**config.mk**
```make
export PLATFORM = sky130hd
export DESIGN_NAME = frame_deframer_router_unit
export DESIGN_NICKNAME = d
export VERILOG_FILES = /design/src/hdl/fdr_pkg.sv /design/src/hdl/fdr_queue.sv /design/src/hdl/fdr_front.sv /design/src/hdl/fdr_back.sv /design/src/hdl/frame_deframer_router_unit.sv
export SDC_FILE = /design/constraint.sdc
export NUM_CORES = 1
export LEC_CHECK = 0
export BUFFER_PORTS_ARGS = -buffer_cell sky130_fd_sc_hd__buf_2
export CAP_MARGIN = 20
export CORE_MARGIN = 2
export CORE_UTILIZATION = 54
export DETAILED_ROUTE_END_ITERATION = 8
export PLACE_DENSITY = 0.71
export SLEW_MARGIN = 20
export SYNTH_ARGS = -nofsm -noshare
export SYNTH_HDL_FRONTEND = slang
export SYNTH_SLANG_ARGS = --single-unit
```
**constraint.sdc**
```tcl
create_clock -name clk -period 10.12 [get_ports clk]
set_input_delay 0.506 -clock clk [delete_from_list [all_inputs] [get_ports clk]]
set_output_delay 0.506 -clock clk [all_outputs]
set_load 0.005 [all_outputs]
```
**src/hdl/fdr_pkg.sv**
```systemverilog
// Shared types, character codes and constants of the frame deframer and router.
package fdr_pkg;

  // Byte role tags
  typedef enum logic [3:0] {
    ROLE_HEAD    = 4'd0,
    ROLE_LENGTH  = 4'd1,
    ROLE_ADDRLEN = 4'd2,
    ROLE_ADDR    = 4'd3,
    ROLE_PORT    = 4'd4,
    ROLE_MSGLEN  = 4'd5,
    ROLE_PAYLOAD = 4'd6,
    ROLE_CRC     = 4'd7,
    ROLE_TAIL    = 4'd8
  } role_t;

  // Frame verdict codes; the first failing check wins
  typedef enum logic [1:0] {
    STATUS_OK        = 2'd0,
    STATUS_BAD_MARK  = 2'd1,
    STATUS_BAD_LEN   = 2'd2,
    STATUS_ADDR_LONG = 2'd3
  } status_t;

  // Configuration register indexes
  typedef enum logic [0:0] {
    REG_LOCAL_PORT     = 1'b0,
    REG_FORWARD_ENABLE = 1'b1
  } cfg_reg_t;

  localparam int CFG_DATA_W = 8;

  // Frame marker characters
  localparam logic [7:0] CHAR_HEAD0 = 8'h23;  // '#'
  localparam logic [7:0] CHAR_HEAD1 = 8'h24;  // '$'
  localparam logic [7:0] CHAR_TAIL0 = 8'h40;  // '@'
  localparam logic [7:0] CHAR_TAIL1 = 8'h21;  // '!'
  localparam logic [7:0] CHAR_ZERO  = 8'h30;  // '0'
  localparam logic [7:0] CHAR_NINE  = 8'h39;  // '9'

  // Longest address that still passes the frame check
  localparam logic [7:0] MAX_ADDRESS = 8'd32;

  // Node number digits
  localparam int          NODE_DIGITS = 5;
  localparam logic [16:0] NODE_W0     = 17'd10000;
  localparam logic [16:0] NODE_W1     = 17'd1000;
  localparam logic [16:0] NODE_W2     = 17'd100;
  localparam logic [16:0] NODE_W3     = 17'd10;
  localparam logic [15:0] NODE_NONE   = 16'hFFFF;

  // Depth of each item queue
  localparam int QUEUE_DEPTH = 2;

  typedef struct packed {
    logic [7:0] in_byte;
    logic       in_last;
  } in_item_t;

  typedef struct packed {
    logic [7:0]  out_byte;
    role_t       byte_role;
    logic        frame_done;
    status_t     status;
    logic        to_local;
    logic        to_forward;
    logic [15:0] node_number;
    logic        node_valid;
  } out_item_t;

  // Classified item between front and back
  typedef struct packed {
    logic [7:0]                   out_byte;
    role_t                        byte_role;
    logic                         frame_done;
    status_t                      status;
    logic                         to_local;
    logic                         to_forward;
    logic [NODE_DIGITS-1:0][3:0]  digits;
    logic                         node_ok;
  } mid_item_t;

endpackage

```
**src/hdl/fdr_queue.sv**
```systemverilog
// Small first-in first-out item queue with registered storage.
module fdr_queue #(
  parameter int WIDTH = 8,
  parameter int DEPTH = 2
) (
  input  logic             clk,
  input  logic             rst,
  input  logic             push,
  input  logic [WIDTH-1:0] wr_data,
  output logic             full,
  input  logic             pop,
  output logic [WIDTH-1:0] rd_data,
  output logic             empty
);

  localparam int AW = (DEPTH > 1) ? $clog2(DEPTH) : 1;
  localparam int CW = $clog2(DEPTH + 1);

  logic [WIDTH-1:0] store [DEPTH];
  logic [AW-1:0]    wr_ptr;
  logic [AW-1:0]    rd_ptr;
  logic [CW-1:0]    count;
  logic             do_push;
  logic             do_pop;

  assign full    = (count == CW'(DEPTH));
  assign empty   = (count == '0);
  assign do_push = push && !full;
  assign do_pop  = pop && !empty;
  assign rd_data = store[rd_ptr];

  // Advance pointers and count
  always_ff @(posedge clk) begin
    if (rst) begin
      wr_ptr <= '0;
      rd_ptr <= '0;
      count  <= '0;
    end else begin
      if (do_push) begin
        wr_ptr <= (wr_ptr == AW'(DEPTH - 1)) ? '0 : wr_ptr + 1'b1;
      end
      if (do_pop) begin
        rd_ptr <= (rd_ptr == AW'(DEPTH - 1)) ? '0 : rd_ptr + 1'b1;
      end
      if (do_push && !do_pop) begin
        count <= count + 1'b1;
      end else if (do_pop && !do_push) begin
        count <= count - 1'b1;
      end
    end
  end

  // Write entry
  always_ff @(posedge clk) begin
    if (do_push) begin
      store[wr_ptr] <= wr_data;
    end
  end

endmodule

```
**src/hdl/fdr_front.sv**
```systemverilog
// Front part: frame tracking, byte role tagging and frame verdict.
module fdr_front (
  input  logic                            clk,
  input  logic                            rst,
  input  logic                            push,
  input  fdr_pkg::in_item_t               in_item,
  output logic                            full,
  input  logic                            cfg_write,
  input  fdr_pkg::cfg_reg_t               cfg_index,
  input  logic [fdr_pkg::CFG_DATA_W-1:0]  cfg_data,
  output logic                            mid_push,
  output fdr_pkg::mid_item_t              mid_item,
  input  logic                            mid_full
);

  // Configuration
  logic [7:0] local_port;
  logic       forward_enable;

  // Frame state
  logic [15:0]     byte_count;
  logic [15:0]     declared_length;
  logic [7:0]      address_length;
  logic [7:0]      port_value;
  logic [4:0][3:0] digit_window;
  logic [2:0]      digit_good_run;
  logic            head_good;
  logic [7:0]      previous_byte;

  // State as updated by the current byte
  logic [15:0]     declared_now;
  logic [7:0]      alen_now;
  logic [7:0]      port_now;
  logic [4:0][3:0] window_now;
  logic [2:0]      run_now;
  logic            head_now;

  logic [15:0]     byte_count_next;
  logic [15:0]     declared_length_next;
  logic [7:0]      address_length_next;
  logic [7:0]      port_value_next;
  logic [4:0][3:0] digit_window_next;
  logic [2:0]      digit_good_run_next;
  logic            head_good_next;
  logic [7:0]      previous_byte_next;

  logic [7:0]       b;
  logic             last;
  logic             accept;
  logic [8:0]       addr_end;
  logic [16:0]      p_plus1;
  logic [16:0]      p_plus2;
  logic [16:0]      p_plus4;
  logic             is_digit;
  fdr_pkg::role_t   role;
  fdr_pkg::status_t status;

  assign b        = in_item.in_byte;
  assign last     = in_item.in_last;
  assign full     = mid_full;
  assign accept   = push && !mid_full;
  assign addr_end = {1'b0, address_length} + 9'd5;
  assign p_plus1  = {1'b0, byte_count} + 17'd1;
  assign p_plus2  = {1'b0, byte_count} + 17'd2;
  assign p_plus4  = {1'b0, byte_count} + 17'd4;
  assign is_digit = (b >= fdr_pkg::CHAR_ZERO) && (b <= fdr_pkg::CHAR_NINE);

  // Tag the byte and fold it into the frame state
  always_comb begin
    role         = fdr_pkg::ROLE_PAYLOAD;
    declared_now = declared_length;
    alen_now     = address_length;
    port_now     = port_value;
    window_now   = digit_window;
    run_now      = digit_good_run;
    head_now     = head_good;
    priority if (byte_count <= 16'd1) begin
      role = fdr_pkg::ROLE_HEAD;
      if (byte_count == 16'd0) begin
        head_now = (b == fdr_pkg::CHAR_HEAD0);
      end else begin
        head_now = head_good && (b == fdr_pkg::CHAR_HEAD1);
      end
    end else if (byte_count <= 16'd3) begin
      role = fdr_pkg::ROLE_LENGTH;
      if (byte_count == 16'd2) begin
        declared_now = {declared_length[15:8], b};
      end else begin
        declared_now = {b, declared_length[7:0]};
      end
    end else if (byte_count == 16'd4) begin
      role     = fdr_pkg::ROLE_ADDRLEN;
      alen_now = b;
    end else if (byte_count < 16'(addr_end)) begin
      role = fdr_pkg::ROLE_ADDR;
      for (int i = 0; i < 4; i++) begin
        window_now[i] = digit_window[i+1];
      end
      if (is_digit) begin
        window_now[4] = 4'(b - fdr_pkg::CHAR_ZERO);
        run_now       = (digit_good_run < 3'd5) ? digit_good_run + 3'd1 : digit_good_run;
      end else begin
        window_now[4] = 4'd0;
        run_now       = 3'd0;
      end
    end else if (byte_count == 16'(addr_end)) begin
      role     = fdr_pkg::ROLE_PORT;
      port_now = b;
    end else if ((byte_count == 16'(addr_end + 9'd1)) ||
                 (byte_count == 16'(addr_end + 9'd2))) begin
      role = fdr_pkg::ROLE_MSGLEN;
    end else if (p_plus2 >= {1'b0, declared_length}) begin
      role = fdr_pkg::ROLE_TAIL;
    end else if (p_plus4 >= {1'b0, declared_length}) begin
      role = fdr_pkg::ROLE_CRC;
    end else begin
      role = fdr_pkg::ROLE_PAYLOAD;
    end
  end

  // Check markers, length and address length
  always_comb begin
    priority if ((p_plus1 < 17'd4) || !head_now ||
                 (previous_byte != fdr_pkg::CHAR_TAIL0) || (b != fdr_pkg::CHAR_TAIL1)) begin
      status = fdr_pkg::STATUS_BAD_MARK;
    end else if (p_plus1 != {1'b0, declared_now}) begin
      status = fdr_pkg::STATUS_BAD_LEN;
    end else if (alen_now > fdr_pkg::MAX_ADDRESS) begin
      status = fdr_pkg::STATUS_ADDR_LONG;
    end else begin
      status = fdr_pkg::STATUS_OK;
    end
  end

  // Build the classified item; verdict fields only on the last byte
  always_comb begin
    mid_item            = '0;
    mid_item.out_byte   = b;
    mid_item.byte_role  = role;
    mid_item.frame_done = last;
    mid_item.digits     = window_now;
    if (last) begin
      mid_item.status     = status;
      mid_item.to_local   = (status == fdr_pkg::STATUS_OK) && (port_now == local_port);
      mid_item.to_forward = (status == fdr_pkg::STATUS_OK) && (port_now != local_port) &&
                            forward_enable;
      mid_item.node_ok    = (alen_now >= 8'd5) && (run_now >= 3'd5);
    end
  end

  assign mid_push = accept;

  // Next frame state: clear after the last byte
  always_comb begin
    if (last) begin
      byte_count_next      = '0;
      declared_length_next = '0;
      address_length_next  = '0;
      port_value_next      = '0;
      digit_window_next    = '0;
      digit_good_run_next  = '0;
      head_good_next       = 1'b0;
      previous_byte_next   = '0;
    end else begin
      byte_count_next      = (byte_count == 16'hFFFF) ? byte_count : byte_count + 16'd1;
      declared_length_next = declared_now;
      address_length_next  = alen_now;
      port_value_next      = port_now;
      digit_window_next    = window_now;
      digit_good_run_next  = run_now;
      head_good_next       = head_now;
      previous_byte_next   = b;
    end
  end

  // Hold frame state between accepted items
  always_ff @(posedge clk) begin
    if (rst) begin
      byte_count      <= '0;
      declared_length <= '0;
      address_length  <= '0;
      port_value      <= '0;
      digit_window    <= '0;
      digit_good_run  <= '0;
      head_good       <= 1'b0;
      previous_byte   <= '0;
    end else if (accept) begin
      byte_count      <= byte_count_next;
      declared_length <= declared_length_next;
      address_length  <= address_length_next;
      port_value      <= port_value_next;
      digit_window    <= digit_window_next;
      digit_good_run  <= digit_good_run_next;
      head_good       <= head_good_next;
      previous_byte   <= previous_byte_next;
    end
  end

  // Write configuration registers
  always_ff @(posedge clk) begin
    if (rst) begin
      local_port     <= '0;
      forward_enable <= 1'b1;
    end else if (cfg_write) begin
      unique case (cfg_index)
        fdr_pkg::REG_LOCAL_PORT: begin
          local_port <= cfg_data[7:0];
        end
        fdr_pkg::REG_FORWARD_ENABLE: begin
          forward_enable <= cfg_data[0];
        end
      endcase
    end
  end

endmodule

```
**src/hdl/fdr_back.sv**
```systemverilog
// Back part: node number evaluation and result hand-off.
module fdr_back (
  input  fdr_pkg::mid_item_t mid_item,
  input  logic               mid_empty,
  output logic               mid_pop,
  output logic               res_push,
  output fdr_pkg::out_item_t res_item,
  input  logic               res_full
);

  logic [16:0] p0;
  logic [16:0] p1;
  logic [16:0] p2;
  logic [16:0] p3;
  logic [16:0] node_sum;
  logic        move;

  // Weight the five address digits
  assign p0       = 17'(mid_item.digits[0]) * fdr_pkg::NODE_W0;
  assign p1       = 17'(mid_item.digits[1]) * fdr_pkg::NODE_W1;
  assign p2       = 17'(mid_item.digits[2]) * fdr_pkg::NODE_W2;
  assign p3       = 17'(mid_item.digits[3]) * fdr_pkg::NODE_W3;
  assign node_sum = p0 + p1 + p2 + p3 + 17'(mid_item.digits[4]);

  // Move one item when the result queue has room
  assign move     = !mid_empty && !res_full;
  assign mid_pop  = move;
  assign res_push = move;

  // Assemble the result item
  always_comb begin
    res_item             = '0;
    res_item.out_byte    = mid_item.out_byte;
    res_item.byte_role   = mid_item.byte_role;
    res_item.frame_done  = mid_item.frame_done;
    res_item.status      = mid_item.status;
    res_item.to_local    = mid_item.to_local;
    res_item.to_forward  = mid_item.to_forward;
    res_item.node_valid  = mid_item.node_ok;
    if (mid_item.frame_done) begin
      res_item.node_number = mid_item.node_ok ? node_sum[15:0] : fdr_pkg::NODE_NONE;
    end
  end

endmodule

```
**src/hdl/frame_deframer_router_unit.sv**
```systemverilog
// Frame deframer and router top level: front tagger, item queues and back stage.
// Takes one frame byte per cycle and returns one tagged result per byte, in order, at a
// sustained rate of one item per cycle while the result side keeps popping. An accepted
// byte is written into the queue between front and back, then moved into the result
// queue, from which it shows on the result ports. Each queue holds QUEUE_DEPTH items.
// With the result side stalled, the input keeps taking bytes until both queues are
// full, that is 2*QUEUE_DEPTH items in flight. Verdict fields (status, routing, node
// number) are valid only on the item that carries frame_done; they read zero elsewhere.
// local_port and forward_enable are written through cfg_write/cfg_index/cfg_data and must
// only change while no item is in flight.
module frame_deframer_router_unit #(
  parameter int QUEUE_DEPTH = fdr_pkg::QUEUE_DEPTH
) (
  input  logic                           clk,
  input  logic                           rst,
  input  logic                           push,
  input  fdr_pkg::in_item_t              in_item,
  output logic                           full,
  output logic                           empty,
  input  logic                           pop,
  output fdr_pkg::out_item_t             out_item,
  input  logic                           cfg_write,
  input  fdr_pkg::cfg_reg_t              cfg_index,
  input  logic [fdr_pkg::CFG_DATA_W-1:0] cfg_data
);

  localparam int MID_W = $bits(fdr_pkg::mid_item_t);
  localparam int OUT_W = $bits(fdr_pkg::out_item_t);

  logic               mid_push;
  fdr_pkg::mid_item_t mid_wr;
  logic               mid_full;
  logic               mid_pop;
  logic [MID_W-1:0]   mid_rd;
  logic               mid_empty;
  logic               res_push;
  fdr_pkg::out_item_t res_wr;
  logic               res_full;
  logic [OUT_W-1:0]   res_rd;

  // Accept and classify bytes
  fdr_front u_front (
    .clk       (clk),
    .rst       (rst),
    .push      (push),
    .in_item   (in_item),
    .full      (full),
    .cfg_write (cfg_write),
    .cfg_index (cfg_index),
    .cfg_data  (cfg_data),
    .mid_push  (mid_push),
    .mid_item  (mid_wr),
    .mid_full  (mid_full)
  );

  // Decouple front and back
  fdr_queue #(
    .WIDTH (MID_W),
    .DEPTH (QUEUE_DEPTH)
  ) u_mid_queue (
    .clk     (clk),
    .rst     (rst),
    .push    (mid_push),
    .wr_data (mid_wr),
    .full    (mid_full),
    .pop     (mid_pop),
    .rd_data (mid_rd),
    .empty   (mid_empty)
  );

  // Finish results
  fdr_back u_back (
    .mid_item  (fdr_pkg::mid_item_t'(mid_rd)),
    .mid_empty (mid_empty),
    .mid_pop   (mid_pop),
    .res_push  (res_push),
    .res_item  (res_wr),
    .res_full  (res_full)
  );

  // Hold results until popped
  fdr_queue #(
    .WIDTH (OUT_W),
    .DEPTH (QUEUE_DEPTH)
  ) u_res_queue (
    .clk     (clk),
    .rst     (rst),
    .push    (res_push),
    .wr_data (res_wr),
    .full    (res_full),
    .pop     (pop),
    .rd_data (res_rd),
    .empty   (empty)
  );

  assign out_item = fdr_pkg::out_item_t'(res_rd);

endmodule

```
# == Yosys cells after proc, flatten, opt, wreduce, memory -nomap -nowiden ==
# Memories as Yosys holds them, arrays and structs flattened. A register that Yosys moved wholly into a read port is not among the register bits.
# Cells that the tools add are included.
# totals
reg_bits,97
mem_bits_rw,144
input_bits,23
output_inout_bits,36
word_cells,178
mem_count,2
# classes
add_sub_neg,21
mul,4
n_lt_le_gt_ge,12
n_eq_ne,16
muxes,64
bitwise_logic,1
reduce_logical,38
# mem_list
memory,depth,width,read_ports,rd_clocked_by_memory_dff,write_ports,line,text
u_mid_queue.store,2,38,1,1,1,fdr_queue.sv:19,logic [WIDTH-1:0] store [DEPTH];
u_res_queue.store,2,34,1,1,1,fdr_queue.sv:19,
# op_table
op,count
$mux W16,8
$mux W20,5
$mux W8,11
$mux W4,9
$ge A17 B16 Y1,2
$eq A16 B16 Y1,2
$mux W3,7
$add A16 B1 Y17 const B,1
$add A16 B2 Y17 const B,1
$add A16 B3 Y17 const B,1
$lt A17 B3 Y1 const B,1
$mux W1,17
$ne A17 B16 Y1,1
$add A16 B1 Y16 const B,1
$add A16 B11 Y16,1
$add A16 B14 Y16,1
$add A16 B4 Y16,1
$add A16 B8 Y16,1
$eq A16 B16 Y1 const B,1
$eq A16 B2 Y1 const B,1
$eq A16 B3 Y1 const B,1
$eq A16 B9 Y1,1
$eq A8 B6 Y1 const B,2
$le A16 B1 Y1 const B,1
35 further kinds,78

# == Logic depth before layout (Yosys ltp) ==
# depth
depth_word,13
mapped_depth,24
depth_no_buf,22

# == Modules after synthesis ==
# Synthesis repeated with hierarchy kept, for this count alone.
# hier_totals
cells_unflattened,1491
area_unflattened_um2,15359.7
# by_module_without_submodules
module,instances,cells_each,area_each_um2
fdr_front,1,935,7225.7
fdr_queue (u_mid_queue),1,143,2955.3
fdr_queue (u_res_queue),1,131,2667.6
fdr_back,1,282,2511.2

# == Worst setup path after synthesis ==
# OpenSTA, ideal clock, no wires.
# synth_timing
kind,reg-to-reg
start,register (tool-made name)
end,"memory u_res_queue.store[0][15] in the netlist's numbering, data pin"
setup_time_ps,277
t_arrival_ps,5456
required_time_ps,9843
setup_slack_ps,4387
path_stages_with_launch,21
synth_period_minus_slack_ps,5733
cell_sequence,dfxtp_1 buf_1 buf_1 mux2i_1 fa_1 inv_1 fa_1 inv_1 ha_1 a21o_1 a21oi_1 xnor2_1 fa_1 inv_1 ha_1 ha_1 and2_1 a31o_2 o31ai_1 xor2_1 a21oi_1
# synth_lines
item,line
end: declaration,fdr_queue.sv:19

==> run metrics <==
outcome=finished clean; Reg clk slew, reported paths=0.06 ns; TritonCTS Buffers=26; post-synthesis average cell area=10.01 um2; Final WS setup=4.389 ns; Tmin final=5.731 ns; Setup-failing EPs final=0; CP delay by family, top=adder cells; Slew headroom=0.2903; final hold violation count=0; Least-Margin Pin Slew=about 1.1 ns; Initial DRC Count=1013; vias per inst=between 5 and 6; RePlAce Congestion=0.9204; RSZ-0062 raised after global routing=no; LEAKAGE=about 6.7 nW; Placement Setup Slack=4.405 ns; Max Root-Sink Buffers=3; area occupied by multi-input gates=8459 um2; I/O pin total=59; Sequential Power Share=0.242; Comb pwr share=0.594; Fill cells=2429; Synth warnings=0; # port buffers=58; TNS Setup=0 ns; initial antenna violation count=0; core area=28550 um2; instance count on the critical path=21; Final Skew=roughly 0.023 ns; reg2reg path depth=21; power per standard cell area=about 340 nW/um2; Switching Share=0.4124; number of global-route vias before repair=11070; final instance area=approximately 17000 um2; ys async rst share=0; Slowest cell on crit path=fa_1; layout cells sized above 1=0.1380; power share of the clock group=0.164; post_cts resized=0; clk sinks=243; GRT Residual Overflow=0; first-pass GRT wire length=59340 um; Pre-Repair DR Iteration Count=5; dpl cells=a little under 2000; CP most frequent cell=ha_1; MaxCap Viol Count=0; Layout area overhead=9.449%; DRC violations left=0; final wirelength=36820 um; Worst Setup End Kind=flop; Final Instance Count excl. Fillers=1979; maximum clock rate=0.1745 GHz; final core utilization=0.5955; Skew-Pair Late Insertion Delay=0.54 ns; CP startpoint kind=flop; #FFs+latches synth=243; num rows=62; worst path cell trace=buf_4 -> mux2_2 -> fa_1 -> inv_1 -> fa_1 -> inv_1 -> ha_1 -> a21o_1 -> a21oi_1 -> nor2_1 -> o21ai_0 -> nand2_1 -> xor2_1 -> ha_1 -> ha_1 -> ha_1 -> nand3_1 -> a211oi_1 -> nor3_1 -> nor4_1 -> nor3_1; Hold Crit Class=input pin to flop; CTS tree=done; Die Height=173.6 um; CTS Hold Buffers Added=0; Total GRT Usage=0.2423; Post-DP HPWL=26530 um; Slew Limit Fails=0; EDFF count, synth=144; Unique masters post-synth=84; CP bufs+invs=3; Vias=11710; initial core utilization=0.5441; syn_nets=1722; cells after synthesis=1552; slowest stage delay, CP=around 0.56 ns; # H-tree levels=1; largest net degree at the start of global routing=100; clock root buffer=clkbuf_16; fin nets=roughly 1700; Sequential Area=6307 um2; die area=30140 um2; hold depth=3; worst path required time=10.40 ns; period utilization=0.5663; Die Wd=173.6 um; Cell Area, Synth=15530 um2; sequential element share of the synthesized area=0.4060; ANT nets after route=0; Psw=2.413 mW; Avg WL per Cell=about 19 um; critical path arrival=6.01 ns; Max IR drop VDD=0.3939 mV; Post-DP Area=16120 um2; Primary FF master, synth=edfxtp_1; crit path kind=flop to flop; Pint=3.437 mW; critical path fanouts, max=39; Post-CTS Setup Inserts=0
metal layers:
| metal | part of all wire | GRT usage |
|---|---|---|
| met1 | 0.47 | 0.3557 |
| met2 | 0.45 | 0.3847 |
| met3 | 0.066 | 0.03070 |
| met4 | 0.021 | 0.05567 |
| met5 | 0 | 0 |
placed cells by master, fill, tap and decap left out, types with 23 or more instances in the layout:
cell       instances
o21ai_0           48
dfxtp_1           98
fa_1              27
a21oi_1           99
nor2_1           126
mux2i_1           28
a22oi_1           40
nor3_1            30
edfxtp_1         144
nand2_1           97
buf_2             57
clkbuf_16         26
mux2_2            76
nand3_1           31
ha_1             120
xnor2_1           56
inv_1            126
a21o_1            23
xor2_1            46
layout make-up:
cell class / count / area share
multi-input combinational: 1105 / 0.4976
inverter: 129 / 0.02848
sequential: 243 / 0.3710
clock inverter: 13 / 0.009421
clock buffer: 35 / 0.04203
tap: 384 / 0.02826
antenna: 1 / 0.0001472
timing repair buffer: 69 / 0.02304
flip-flops by register name (all words and copies together) (netlist names), 2 cells and up, named ones only:
signal                   cells
u_front.digit_good_run       3
u_mid_queue.store           76
u_front.digit_window        20
u_front.byte_count          16
u_front.previous_byte        8
u_res_queue.count            2
u_front.declared_length     16
u_front.address_length       8
u_front.port_value           8
u_res_queue.store           68
u_front.local_port           8
u_mid_queue.count            2
path summary, 6_finish.rpt:
kind / slack [ns] / to / from
setup / recovery: 4.39 / u_res_queue.store[1][16]$_DFFE_PP_ / flop
hold / removal: 0.23 / u_front.local_port[6]$_SDFFE_PP0P_ / cfg_data[6]
setup reg to reg: 4.39 / u_res_queue.store[1][16]$_DFFE_PP_ / flop
hold reg to reg: 0.46 / u_front.previous_byte[7]$_SDFFE_PP0P_ / u_front.previous_byte[7]$_SDFFE_PP0P_
cells in the mapped netlist, drive strengths merged, types with 11 or more instances:
cell,number,share of area
a21o,23,0.011
o211ai,14,0.0071
xnor2,56,0.032
nand4,22,0.0098
nor4,26,0.014
edfxtp,144,0.28
buf,25,0.0085
inv,127,0.031
nor3,32,0.011
nand3,33,0.011
ha,120,0.097
or3,18,0.0079
nor2,129,0.031
and3,13,0.0052
o21ai,52,0.017
dfxtp,99,0.13
a31oi,11,0.0044
xor2,46,0.026
clkbuf,50,0.012
fa,27,0.035
nor2b,17,0.0068
nand2,97,0.023
mux2,76,0.055
mux2i,28,0.018
a22oi,40,0.019
a21oi,101,0.033
worst reg2reg max path, delay by kind of cell (launching register included):
family / cells / cell delay, ns
adders and majority gates: 6 / 2.40
DFF: 1 / 0.31
xor gates and xnor gates: 1 / 0.14
AOI/OAI and AO/OA: 4 / 0.85
buffers and inverters: 3 / 0.63
muxes: 1 / 0.43
and+or+nand+nor: 6 / 0.74
power by group through the flow:
| stage | registers [mW] | clock network, mW | logic [mW] |
|---|---|---|---|
| finish | 1.41 | 0.961 | 3.47 |
| global route | 1.43 | 1.01 | 3.99 |
| CTS | 1.41 | 0.972 | 3.49 |
| detailed placement | 1.43 | 0 | 3.44 |
| global placement | 1.43 | 0 | 3.39 |
| floorplan | 1.42 | 0 | 2.70 |
per-stage QoR:
stage	total power, mW	hold WS (ns)
2_1_floorplan	4.118	0.4313
3_3_place_gp	4.812	0.4369
3_5_place_dp	4.870	0.4449
4_1_cts	5.882	0.2107
5_1_grt	6.435	0.2279
6_report	5.850	0.2292
cells by family after synthesis:
kind of cell,share of synthesized area
flops,0.4060
buf+inv,0.05172
xor+xnor,0.05752
fa+ha+maj,0.1315
mux,0.07314
simple gates,0.1413
compound gates,0.1389
(Power assumes the default switching activity.)
